[src/urde_pkg.sv]
// Shared types, codes and CRC-8 helper for the register datagram engine.
// No dependencies; every other file imports this package.
`timescale 1ns / 1ps

package urde_pkg;

  // Input item kinds
  localparam logic [1:0] KIND_WRITE = 2'd0;
  localparam logic [1:0] KIND_READ  = 2'd1;
  localparam logic [1:0] KIND_RX    = 2'd2;
  localparam logic [1:0] KIND_TICK  = 2'd3;

  // Result item kinds
  localparam logic OUT_BYTE   = 1'b0;
  localparam logic OUT_REPORT = 1'b1;

  // Read completion status
  localparam logic [1:0] STATUS_OK      = 2'd0;
  localparam logic [1:0] STATUS_FAILED  = 2'd1;
  localparam logic [1:0] STATUS_REFUSED = 2'd2;

  // Configuration register indexes
  localparam logic [1:0] CFG_NODE_ADDRESS  = 2'd0;
  localparam logic [1:0] CFG_TIMEOUT_TICKS = 2'd1;
  localparam logic [1:0] CFG_MAX_TRIES     = 2'd2;

  localparam logic [7:0] RST_TIMEOUT_TICKS = 8'd5;
  localparam logic [3:0] RST_MAX_TRIES     = 4'd2;

  // Datagram framing bytes
  localparam logic [7:0] SYNC_BYTE  = 8'h05;
  localparam logic [7:0] REPLY_ADDR = 8'hFF;
  localparam logic [7:0] WRITE_FLAG = 8'h80;
  localparam logic [7:0] CRC_POLY   = 8'h07;

  typedef enum logic [1:0] {
    PH_IDLE,
    PH_HUNT,
    PH_COLLECT
  } phase_t;

  typedef enum logic [1:0] {
    JOB_WRITE,
    JOB_REQUEST,
    JOB_REPORT
  } job_kind_t;

  typedef struct packed {
    logic [1:0] node_address;
    logic [7:0] timeout_ticks;
    logic [3:0] max_tries;
  } cfg_t;

  // One unit of work for the transmit side; data is write data or read value
  typedef struct packed {
    job_kind_t   kind;
    logic [1:0]  node;
    logic [6:0]  reg_addr;
    logic [31:0] data;
    logic [1:0]  status;
  } job_t;

  // CRC-8, poly 0x07, one byte taken LSB first
  function automatic logic [7:0] crc8_feed(input logic [7:0] crc_in, input logic [7:0] b);
    logic [7:0] c;
    c = crc_in;
    for (int k = 0; k < 8; k++) begin
      if (c[7] ^ b[k]) c = {c[6:0], 1'b0} ^ CRC_POLY;
      else c = {c[6:0], 1'b0};
    end
    return c;
  endfunction

  // Running CRC after the fixed part of a reply header (05 FF)
  localparam logic [7:0] HDR_CRC = crc8_feed(crc8_feed(8'h00, SYNC_BYTE), REPLY_ADDR);

endpackage

[src/urde_fifo.sv]
// Short job queue between the protocol front and the transmit back.
// Depends on urde_pkg for job_t.
`timescale 1ns / 1ps

module urde_fifo import urde_pkg::*; #(
  parameter int DEPTH = 4
) (
  input  logic clk,
  input  logic rst,
  input  logic push,
  input  job_t push_job,
  input  logic pop,
  output job_t head,
  output logic empty,
  output logic full
);

  localparam int AW = $clog2(DEPTH);
  localparam int CW = $clog2(DEPTH + 1);

  job_t          slots [DEPTH];
  logic [AW-1:0] wr_ptr;
  logic [AW-1:0] rd_ptr;
  logic [CW-1:0] count;

  assign empty = (count == '0);
  assign full  = (count == CW'(DEPTH));
  assign head  = slots[rd_ptr];

  always_ff @(posedge clk) begin
    if (push) slots[wr_ptr] <= push_job;
  end

  always_ff @(posedge clk) begin
    if (rst) begin
      wr_ptr <= '0;
      rd_ptr <= '0;
      count  <= '0;
    end else begin
      if (push) wr_ptr <= (wr_ptr == AW'(DEPTH - 1)) ? '0 : wr_ptr + 1'b1;
      if (pop) rd_ptr <= (rd_ptr == AW'(DEPTH - 1)) ? '0 : rd_ptr + 1'b1;
      if (push && !pop) count <= count + 1'b1;
      else if (pop && !push) count <= count - 1'b1;
    end
  end

endmodule

[src/urde_front.sv]
// Protocol front: classifies items, runs the read handshake (header hunt,
// reply collection, timeout, retries) and issues at most one job per item.
// Depends on urde_pkg.
`timescale 1ns / 1ps

module urde_front import urde_pkg::*; (
  input  logic        clk,
  input  logic        rst,
  input  logic        take,
  input  logic [1:0]  kind,
  input  logic [6:0]  reg_address,
  input  logic [31:0] write_data,
  input  logic [7:0]  rx_byte,
  input  cfg_t        cfg,
  output logic        job_push,
  output job_t        job
);

  phase_t      phase, phase_next;
  logic [23:0] window, window_next;
  logic [31:0] reply_data, reply_data_next;
  logic [7:0]  crc_run, crc_run_next;
  logic [2:0]  byte_count, byte_count_next;
  logic [7:0]  tick_left, tick_left_next;
  logic [3:0]  tries, tries_next;
  logic [6:0]  pending, pending_next;

  logic        fail;
  logic        start_req;
  logic [7:0]  load_ticks;
  logic [3:0]  try_limit;

  assign load_ticks = (cfg.timeout_ticks == 8'd0) ? 8'd1 : cfg.timeout_ticks;
  assign try_limit  = (cfg.max_tries == 4'd0) ? 4'd1 : cfg.max_tries;

  always_comb begin
    phase_next      = phase;
    window_next     = window;
    reply_data_next = reply_data;
    crc_run_next    = crc_run;
    byte_count_next = byte_count;
    tick_left_next  = tick_left;
    tries_next      = tries;
    pending_next    = pending;
    fail            = 1'b0;
    start_req       = 1'b0;
    job_push        = 1'b0;
    job.kind        = JOB_REPORT;
    job.node        = cfg.node_address;
    job.reg_addr    = reg_address;
    job.data        = '0;
    job.status      = STATUS_OK;

    if (take) begin
      case (kind)
        KIND_WRITE, KIND_READ: begin
          if (phase != PH_IDLE) begin
            job_push   = 1'b1;
            job.status = STATUS_REFUSED;
          end else if (kind == KIND_WRITE) begin
            job_push = 1'b1;
            job.kind = JOB_WRITE;
            job.data = write_data;
          end else begin
            pending_next = reg_address;
            tries_next   = 4'd1;
            start_req    = 1'b1;
          end
        end
        KIND_TICK: begin
          if (phase != PH_IDLE) begin
            if (tick_left <= 8'd1) begin
              tick_left_next = 8'd0;
              fail           = 1'b1;
            end else begin
              tick_left_next = tick_left - 8'd1;
            end
          end
        end
        KIND_RX: begin
          case (phase)
            PH_HUNT: begin
              window_next = {window[15:0], rx_byte};
              if (window_next == {SYNC_BYTE, REPLY_ADDR, 1'b0, pending}) begin
                phase_next      = PH_COLLECT;
                byte_count_next = 3'd0;
                crc_run_next    = crc8_feed(HDR_CRC, {1'b0, pending});
                tick_left_next  = load_ticks;
              end
            end
            PH_COLLECT: begin
              if (byte_count == 3'd4) begin
                // fifth byte is the CRC of the reply
                byte_count_next = 3'd0;
                if (crc_run == rx_byte && crc_run != 8'd0) begin
                  phase_next = PH_IDLE;
                  job_push   = 1'b1;
                  job.data   = reply_data;
                  job.status = STATUS_OK;
                end else begin
                  fail = 1'b1;
                end
              end else begin
                reply_data_next = {reply_data[23:0], rx_byte};
                crc_run_next    = crc8_feed(crc_run, rx_byte);
                byte_count_next = byte_count + 3'd1;
              end
            end
            default: ;
          endcase
        end
        default: ;
      endcase
    end

    if (fail) begin
      if (tries < try_limit) begin
        tries_next = tries + 4'd1;
        start_req  = 1'b1;
      end else begin
        phase_next = PH_IDLE;
        job_push   = 1'b1;
        job.status = STATUS_FAILED;
      end
    end

    if (start_req) begin
      phase_next      = PH_HUNT;
      window_next     = '0;
      byte_count_next = 3'd0;
      tick_left_next  = load_ticks;
      job_push        = 1'b1;
      job.kind        = JOB_REQUEST;
      job.reg_addr    = pending_next;
    end
  end

  always_ff @(posedge clk) begin
    if (rst) begin
      phase      <= PH_IDLE;
      byte_count <= '0;
      tick_left  <= '0;
      tries      <= '0;
      pending    <= '0;
    end else begin
      phase      <= phase_next;
      byte_count <= byte_count_next;
      tick_left  <= tick_left_next;
      tries      <= tries_next;
      pending    <= pending_next;
    end
  end

  always_ff @(posedge clk) begin
    window     <= window_next;
    reply_data <= reply_data_next;
    crc_run    <= crc_run_next;
  end

endmodule

[src/urde_back.sv]
// Transmit back: turns queued jobs into result items, one byte a cycle while
// out_stall allows, the CRC accumulated as it goes out. Depends on urde_pkg.
`timescale 1ns / 1ps

module urde_back import urde_pkg::*; (
  input  logic        clk,
  input  logic        rst,
  input  job_t        head,
  input  logic        q_empty,
  output logic        pop,
  output logic        out_valid,
  input  logic        out_stall,
  output logic        out_kind,
  output logic [7:0]  tx_byte,
  output logic        last_byte,
  output logic [31:0] read_value,
  output logic [1:0]  read_status
);

  logic       busy;
  job_t       cur;
  logic [2:0] idx;
  logic [7:0] crc;

  job_t       src;
  logic [2:0] sidx;
  logic [7:0] scrc;
  logic [7:0] dbyte;
  logic       is_write;
  logic       is_last;
  logic [7:0] crc_new;
  logic       load_ok;
  logic       fire;

  // continue the current datagram, otherwise start straight from the queue head
  assign src      = busy ? cur : head;
  assign sidx     = busy ? idx : 3'd0;
  assign scrc     = busy ? crc : 8'd0;
  assign is_write = (src.kind == JOB_WRITE);
  assign is_last  = is_write ? (sidx == 3'd7) : (sidx == 3'd3);
  assign load_ok  = !out_valid || !out_stall;
  assign fire     = (busy || !q_empty) && load_ok;
  assign pop      = fire && !busy;
  assign crc_new  = crc8_feed(scrc, dbyte);

  always_comb begin
    case (sidx)
      3'd0:    dbyte = SYNC_BYTE;
      3'd1:    dbyte = {6'd0, src.node};
      3'd2:    dbyte = is_write ? (WRITE_FLAG | {1'b0, src.reg_addr}) : {1'b0, src.reg_addr};
      3'd3:    dbyte = is_write ? src.data[31:24] : scrc;
      3'd4:    dbyte = src.data[23:16];
      3'd5:    dbyte = src.data[15:8];
      3'd6:    dbyte = src.data[7:0];
      default: dbyte = scrc;
    endcase
  end

  always_ff @(posedge clk) begin
    if (rst) begin
      out_valid <= 1'b0;
      busy      <= 1'b0;
    end else if (fire) begin
      out_valid <= 1'b1;
      busy      <= (src.kind != JOB_REPORT) && !is_last;
    end else if (!out_stall) begin
      out_valid <= 1'b0;
    end
  end

  always_ff @(posedge clk) begin
    if (fire) begin
      cur <= src;
      idx <= sidx + 3'd1;
      crc <= crc_new;
      if (src.kind == JOB_REPORT) begin
        out_kind    <= OUT_REPORT;
        tx_byte     <= 8'd0;
        last_byte   <= 1'b0;
        read_value  <= src.data;
        read_status <= src.status;
      end else begin
        out_kind    <= OUT_BYTE;
        tx_byte     <= dbyte;
        last_byte   <= is_last;
        read_value  <= '0;
        read_status <= STATUS_OK;
      end
    end
  end

endmodule

[src/uart_register_datagram_engine.sv]
// Top level of the register datagram engine: configuration registers, protocol
// front, job queue and transmit back. Depends on urde_pkg, urde_front,
// urde_fifo and urde_back.
//
//   channel  | handshake                    | payload
//   ---------+------------------------------+------------------------------------------
//   input    | in_valid / in_stall          | kind, reg_address, write_data, rx_byte
//   output   | out_valid / out_stall        | out_kind, tx_byte, last_byte, read_value,
//            |                              | read_status
//   config   | cfg_write, cfg_index         | cfg_data
//
// The front takes one item a cycle while in_stall is low; each item queues at most
// one job. The back emits one result item a cycle while not held by out_stall: a
// write job is 8 bytes, a read request 4, a report 1. in_stall rises only when the
// job queue is full. Output is registered; out_stall holds the current item and
// lets the queue fill. Reset (rst, synchronous) returns to idle with an empty queue.
`timescale 1ns / 1ps

module uart_register_datagram_engine import urde_pkg::*; #(
  parameter int QUEUE_DEPTH = 4
) (
  input  logic        clk,
  input  logic        rst,
  input  logic        cfg_write,
  input  logic [1:0]  cfg_index,
  input  logic [7:0]  cfg_data,
  input  logic        in_valid,
  output logic        in_stall,
  input  logic [1:0]  kind,
  input  logic [6:0]  reg_address,
  input  logic [31:0] write_data,
  input  logic [7:0]  rx_byte,
  output logic        out_valid,
  input  logic        out_stall,
  output logic        out_kind,
  output logic [7:0]  tx_byte,
  output logic        last_byte,
  output logic [31:0] read_value,
  output logic [1:0]  read_status
);

  cfg_t cfg;
  logic take;
  logic job_push;
  job_t job;
  job_t head;
  logic q_empty;
  logic q_full;
  logic pop;

  assign in_stall = q_full;
  assign take     = in_valid && !in_stall;

  always_ff @(posedge clk) begin
    if (rst) begin
      cfg.node_address  <= '0;
      cfg.timeout_ticks <= RST_TIMEOUT_TICKS;
      cfg.max_tries     <= RST_MAX_TRIES;
    end else if (cfg_write) begin
      case (cfg_index)
        CFG_NODE_ADDRESS:  cfg.node_address  <= cfg_data[1:0];
        CFG_TIMEOUT_TICKS: cfg.timeout_ticks <= cfg_data;
        CFG_MAX_TRIES:     cfg.max_tries     <= cfg_data[3:0];
        default: ;
      endcase
    end
  end

  urde_front u_front (
    .clk         (clk),
    .rst         (rst),
    .take        (take),
    .kind        (kind),
    .reg_address (reg_address),
    .write_data  (write_data),
    .rx_byte     (rx_byte),
    .cfg         (cfg),
    .job_push    (job_push),
    .job         (job)
  );

  urde_fifo #(
    .DEPTH (QUEUE_DEPTH)
  ) u_fifo (
    .clk      (clk),
    .rst      (rst),
    .push     (job_push),
    .push_job (job),
    .pop      (pop),
    .head     (head),
    .empty    (q_empty),
    .full     (q_full)
  );

  urde_back u_back (
    .clk         (clk),
    .rst         (rst),
    .head        (head),
    .q_empty     (q_empty),
    .pop         (pop),
    .out_valid   (out_valid),
    .out_stall   (out_stall),
    .out_kind    (out_kind),
    .tx_byte     (tx_byte),
    .last_byte   (last_byte),
    .read_value  (read_value),
    .read_status (read_status)
  );

endmodule
[config.mk]
export PLATFORM = sky130hd
export DESIGN_NAME = uart_register_datagram_engine
export DESIGN_NICKNAME = d
export VERILOG_FILES = /design/src/urde_pkg.sv /design/src/urde_fifo.sv /design/src/urde_front.sv /design/src/urde_back.sv /design/src/uart_register_datagram_engine.sv
export SDC_FILE = /design/constraint.sdc
export NUM_CORES = 1
export LEC_CHECK = 0
export BUFFER_PORTS_ARGS = -buffer_cell sky130_fd_sc_hd__buf_2
export CORE_MARGIN = 2
export CORE_UTILIZATION = 65
export CTS_CLUSTER_DIAMETER = 50
export CTS_CLUSTER_SIZE = 14
export DETAILED_ROUTE_END_ITERATION = 12
export PLACE_DENSITY = 0.95
export SYNTH_ARGS = -nofsm -noshare
export SYNTH_HDL_FRONTEND = slang
export SYNTH_HIERARCHICAL = 1
export SYNTH_SLANG_ARGS = --single-unit
export TNS_END_PERCENT = 5
[constraint.sdc]
create_clock -name clk -period 22.2 [get_ports clk]
set_clock_uncertainty 0.15 [all_clocks]
set_input_delay 3.33 -clock clk [delete_from_list [all_inputs] [get_ports clk]]
set_output_delay 3.33 -clock clk [all_outputs]
set_load 0.01 [all_outputs]
After elaboration in Yosys (flattened, before gate mapping) --
Memories as Yosys holds them, arrays and structs flattened. A register that Yosys moved wholly into a read port is not among the register bits. Cells that the tools add are included.
Operators by class: bitwise gates (word level) 46, $add $sub $neg 8, multiplexer cells 171, eq/ne operators 28, magnitude comparators 2, reduce and logical (&&, ||, !) cells 40
Operators by type and width (count):
- $mux 8 | 68
- $mux 34 | 4
- $mux 3 | 29
- $not 3->3 | 23
- $pmux 34 s2 | 1
- $mux 32 | 2
- $pmux 8 s7 | 1
- $mux 45 | 1
- $mux 2 | 19
- $mux 7 | 5
- $pmux 8 s2 | 2
- $mux 1 | 28
- $mux 4 | 7
- $eq 24x19->1 | 1
- $xor 1x1->1 | 22
- $eq 3x3->1 const B | 6
- $eq 2x2->1 const B | 7
- $reduce_and 5->1 | 2
- $add 3x1->3 const B | 3
- $eq 8x8->1 | 1
- $le 8x1->1 const B | 1
- $logic_not 1->1 | 8
- $logic_not 8->1 | 1
- $reduce_and 4->1 | 2
- other kinds (27) | 51
Storage, ports and cells: register bits after elaboration 203, bits of input ports 64, bits in writable memories 180, memories 1, output and inout port bits 46, logic and storage cells 326
Memory list:
- u_fifo.slots | depth 4, bits a word 45, rd ports 1, clocked after memory_dff 1, write ports 1, line urde_fifo.sv:21 | job_t slots [DEPTH];

Logic depth before layout (Yosys ltp) --
depth in word-level cells 46, mapped depth 17, mapped depth without buffers 11

Modules after synthesis --
The synthesis kept the hierarchy.
By module, submodules not included:
- urde_fifo | cells each 279, times used 1, seq. area each 5585.4 sq um, area each 6994.2 sq um
- urde_back | cells each 398, times used 1, seq. area each 3042.9 sq um, area each 5196.2 sq um
- urde_front | cells each 489, times used 1, seq. area each 2001.9 sq um, area each 4585.6 sq um
- uart_register_datagram_engine | cells each 62, times used 1, seq. area each 280.3 sq um, area each 624.3 sq um

Worst setup path before layout --
No wires, ideal clock.
path kind input port to flip-flop, start input out_stall, end register u_fifo.count[2], arrival 9817 ps, stages on the path 9, data required time 21980 ps, slack 12163 ps, cells stage by stage a21oi_1 > and2_1 > inv_1 > ha_1 > inv_1 > fa_1 > xor2_1 > or3_1 > a21oi_1
Between the ends: cells in the longest elaborated chain, start to end 7, elaborated cells on any way between the ends 9, classes of those cells 1 x mux; 8 x reduce/logical
Ends and longest elaborated chain:
- start, declared | line uart_register_datagram_engine.sv:34 | input logic out_stall,
- $logic_not 1->1 (*) | line urde_back.sv:41 | assign load_ok = !out_valid || !out_stall;
- $logic_or 1x1->1 (*) | line urde_back.sv:41
- $logic_and 1x1->1 (*) | line urde_back.sv:42 | assign fire = (busy || !q_empty) && load_ok;
- $logic_and 1x1->1 (*) | line urde_back.sv:43 | assign pop = fire && !busy;
- named net pop | line uart_register_datagram_engine.sv:49 | logic pop;
- $logic_not 1->1 | line urde_fifo.sv:42 | if (push && !pop) count <= count + 1'b1;
- $logic_and 1x1->1 | line urde_fifo.sv:42
- $mux 3 or $reduce_bool 2->1 (tied branches)
- end signal, assigned | line urde_fifo.sv:42
- end signal, assigned | line urde_fifo.sv:43 | else if (pop && !push) count <= count - 1'b1;
- end, declared | line urde_fifo.sv:24 | logic [CW-1:0] count;
Mark *: on every way through the listed nets, which the timed path passes. The rest lies on a longest branch. A chain may end at the register's enable or synchronous reset.

==> out/qor.yml <==
num_io_pins: 110
p_int_mw: 1.61
clock_sinks: 385
dr.first_iter.drc_count: 1486
ys_seq_area_share_pct: 62.7
min-delay-start: "u_front/reply_data[21]"
r2r_start: "u_back/busy"
h-tree-depth: 2
synth_nets: 1315
cts_hold_buf: 0
fmax_mhz: 168
avgSynthCellArea_sq_um: 14.2
clock_path_buffers: 3
critPathRequiredTime_ns: 22.38
synthTopCellsByArea: "edfxtp_1 55%, dfxtp_1 7.5%, mux4_2 5.2%, mux2_2 2.7%, xnor2_1 2.1%"
p_comb_share_pct: 31.0
arrival_ns: 6.14
synth_top_cell_by_area: "edfxtp_1"
die_x_microns: 168
cts_buffers: 36
fin_crit_sh_pct: 26.9
clock_power_share_pct: 24.5
first_pass_iters: 7
relSlewSlack_pct: 22.9
gr-total-overflow: 0
core_sq_um: 26200
hold_slack_ns: 0.310
p_leak_nw: 6.60
num_vias: 11300
antenna_left: 0
cp-end-kind: "register"
yosys.cell_types.count: 93
finalHoldViolations: 0
post-synth-top-count-cell: "edfxtp_1"
slew_violations: 0
ys_async_sr_fraction_pct: 0
dp_hpwl_mm: 26.1
clk_latency_ns: 0.54
antenna_found_initial: 3
path_max_fanout: 26
setup_viol: 0
area_growth_pct: 10.1
grt-busiest-layer: "met2"
pre_cts_ws_ns: 15.75
dieArea_sq_um: 28100
yosysWarnings: 6
syn_area_sq_um: 17400
fin_ws_ns: 16.24
peakVddDrop_v: 0.0000818
seqPwrFrac_pct: 44.6
path_class: "input pin to register"
die_h_microns: 168
start_util_pct: 66.4
cts.clk_slew.worst_paths_ns: 0.07
drc: 0
synth_top_area_share_pct: 55.2
synth_edf_count: 320
grt_util_met2_pct: 51.7
grt_pass1_vias: 11100
grt_util_met1_pct: 39.5
synthFlopType: "edfxtp_1"
rsz0062_at_grt: "no"
power_density_nw_per_um2: 125
grt_pass1_wl_mm: 65.3
routed_via_density: 6.74
layout-drive-gt1-share_pct: 22.1
wirelength_mm: 42.9
status: "complete, no violations"
met3_usage_pct: 5.11
grtUsageTotal_pct: 30.7
gp_congestion: 0.882
clock-root-buffer: "clkbuf_16"
grt_max_degree: 66
cts_resized: 0
fillers: 1463
final.min_clock_period_ns: 5.96
yosys-top-cells-count: "320 x edfxtp_1, 88 x nand2_1, 84 x nor2_1"
p_switching_mw: 0.792
tns_ns: 0
stdcell_count: 1677
rows: 59
nets: 1403
syn_inst: 1228
startpoint: "rx_byte[4]"
portBuffers: 109
cts_tree: "yes"
hp-class: "register to register"
wl_per_cell_microns: 25.6
drv_cap: 0
worstSetupStartpointType: "input pin"
dp_cells: 1613
post-cts-setup-buffers: 0
worst_pin_slew_ns: 1.16
swShare_pct: 33.0
ys_seq_elements: 385
[final cells by class]
type                       count  area, sq um  area share, %
inverter                      25         93.8          0.490
timing repair buffer         121          636           3.32
antenna                        1         2.50         0.0131
clock inverter                 9         73.8          0.385
sequential                   385        10900           57.0
clock buffer                  54         1030           5.39
tap                          335          419           2.19
multi-input combinational    747         5980           31.2
[metrics by stage]
step | total power, mW | cell area, sq um | util (%)
2_1_floorplan | 1.62 | 17400 | -
3_3_place_gp | 1.75 | 18000 | 68.9
3_5_place_dp | 1.79 | 18000 | 68.9
4_1_cts | 2.40 | 19200 | 73.1
5_1_grt | 2.49 | 19200 | 73.1
6_report | 2.40 | 19200 | 73.1
[sequential cells by signal (all words and copies together), names as in the netlist, 4 cells and up, named ones only]
signal	cells
u_back/crc	8
u_front/reply_data	32
u_front/pending	7
cfg	14
u_fifo/slots	180
u_back/cur	45
u_front/tick_left	8
u_back/tx_byte	8
u_front/crc_run	8
u_front/tries	4
u_front/window	16
u_back/read_value	32
[layout by cell type, fill, tap and decap left out, types with 22 or more instances in the layout]
cell type and n:
nor2_1 84, dfxtp_1 62, inv_1 25, xor2_1 23
nand2b_1 27, a22oi_1 36, xnor2_1 41, mux2i_1 26
buf_2 109, mux2_2 41, edfxtp_1 320, nand2_1 88
mux4_2 40, ha_1 22, and2_1 37, a21oi_1 65
clkbuf_16 39
[final timing paths]
check | endpoint | slack (ns) | cells after the start
worst max-delay path | u_fifo/slots[0][44] | 16.24 | 7
worst min-delay path | u_front/reply_data[29] | 0.31 | 0
worst max register to register | u_back/crc[4] | 17.82 | 9
worst min register to register | u_front/reply_data[29] | 0.31 | 0
[critical path: stages]
cell	delay (ns)
buf_2	0.14
xor2_1	0.17
a2111o_1	0.45
o311a_1	0.44
o2111ai_4	0.69
nand2_2	0.49
a21oi_1	0.41
[power by group through the flow]
stage	sequential, mW	clock [mW]	combinational [mW]
finish	1.07	0.588	0.743
global route	1.08	0.616	0.792
CTS	1.07	0.593	0.735
detailed placement	1.08	0	0.714
global placement	1.06	0	0.684
floorplan	1.08	0	0.534
[metal layers]
layer	vias to the layer above	part of all wire [%]
met5	-	0.061
met4	4	4.9
met3	160	8.7
met2	796	50
met1	5538	37
li1	4800	-
[kinds of logic after synthesis]
group	after synthesis	share of synthesized area [%]
DFF	385	62.7
and+or+nand+nor	346	10.8
AOI/OAI and AO/OA	199	8.20
muxes	114	10.3
buffers and inverters	96	3.06
xor gates and xnor gates	65	3.31
adders and majority gates	23	1.70
Note: power is estimated with default switching activity, not from simulation.
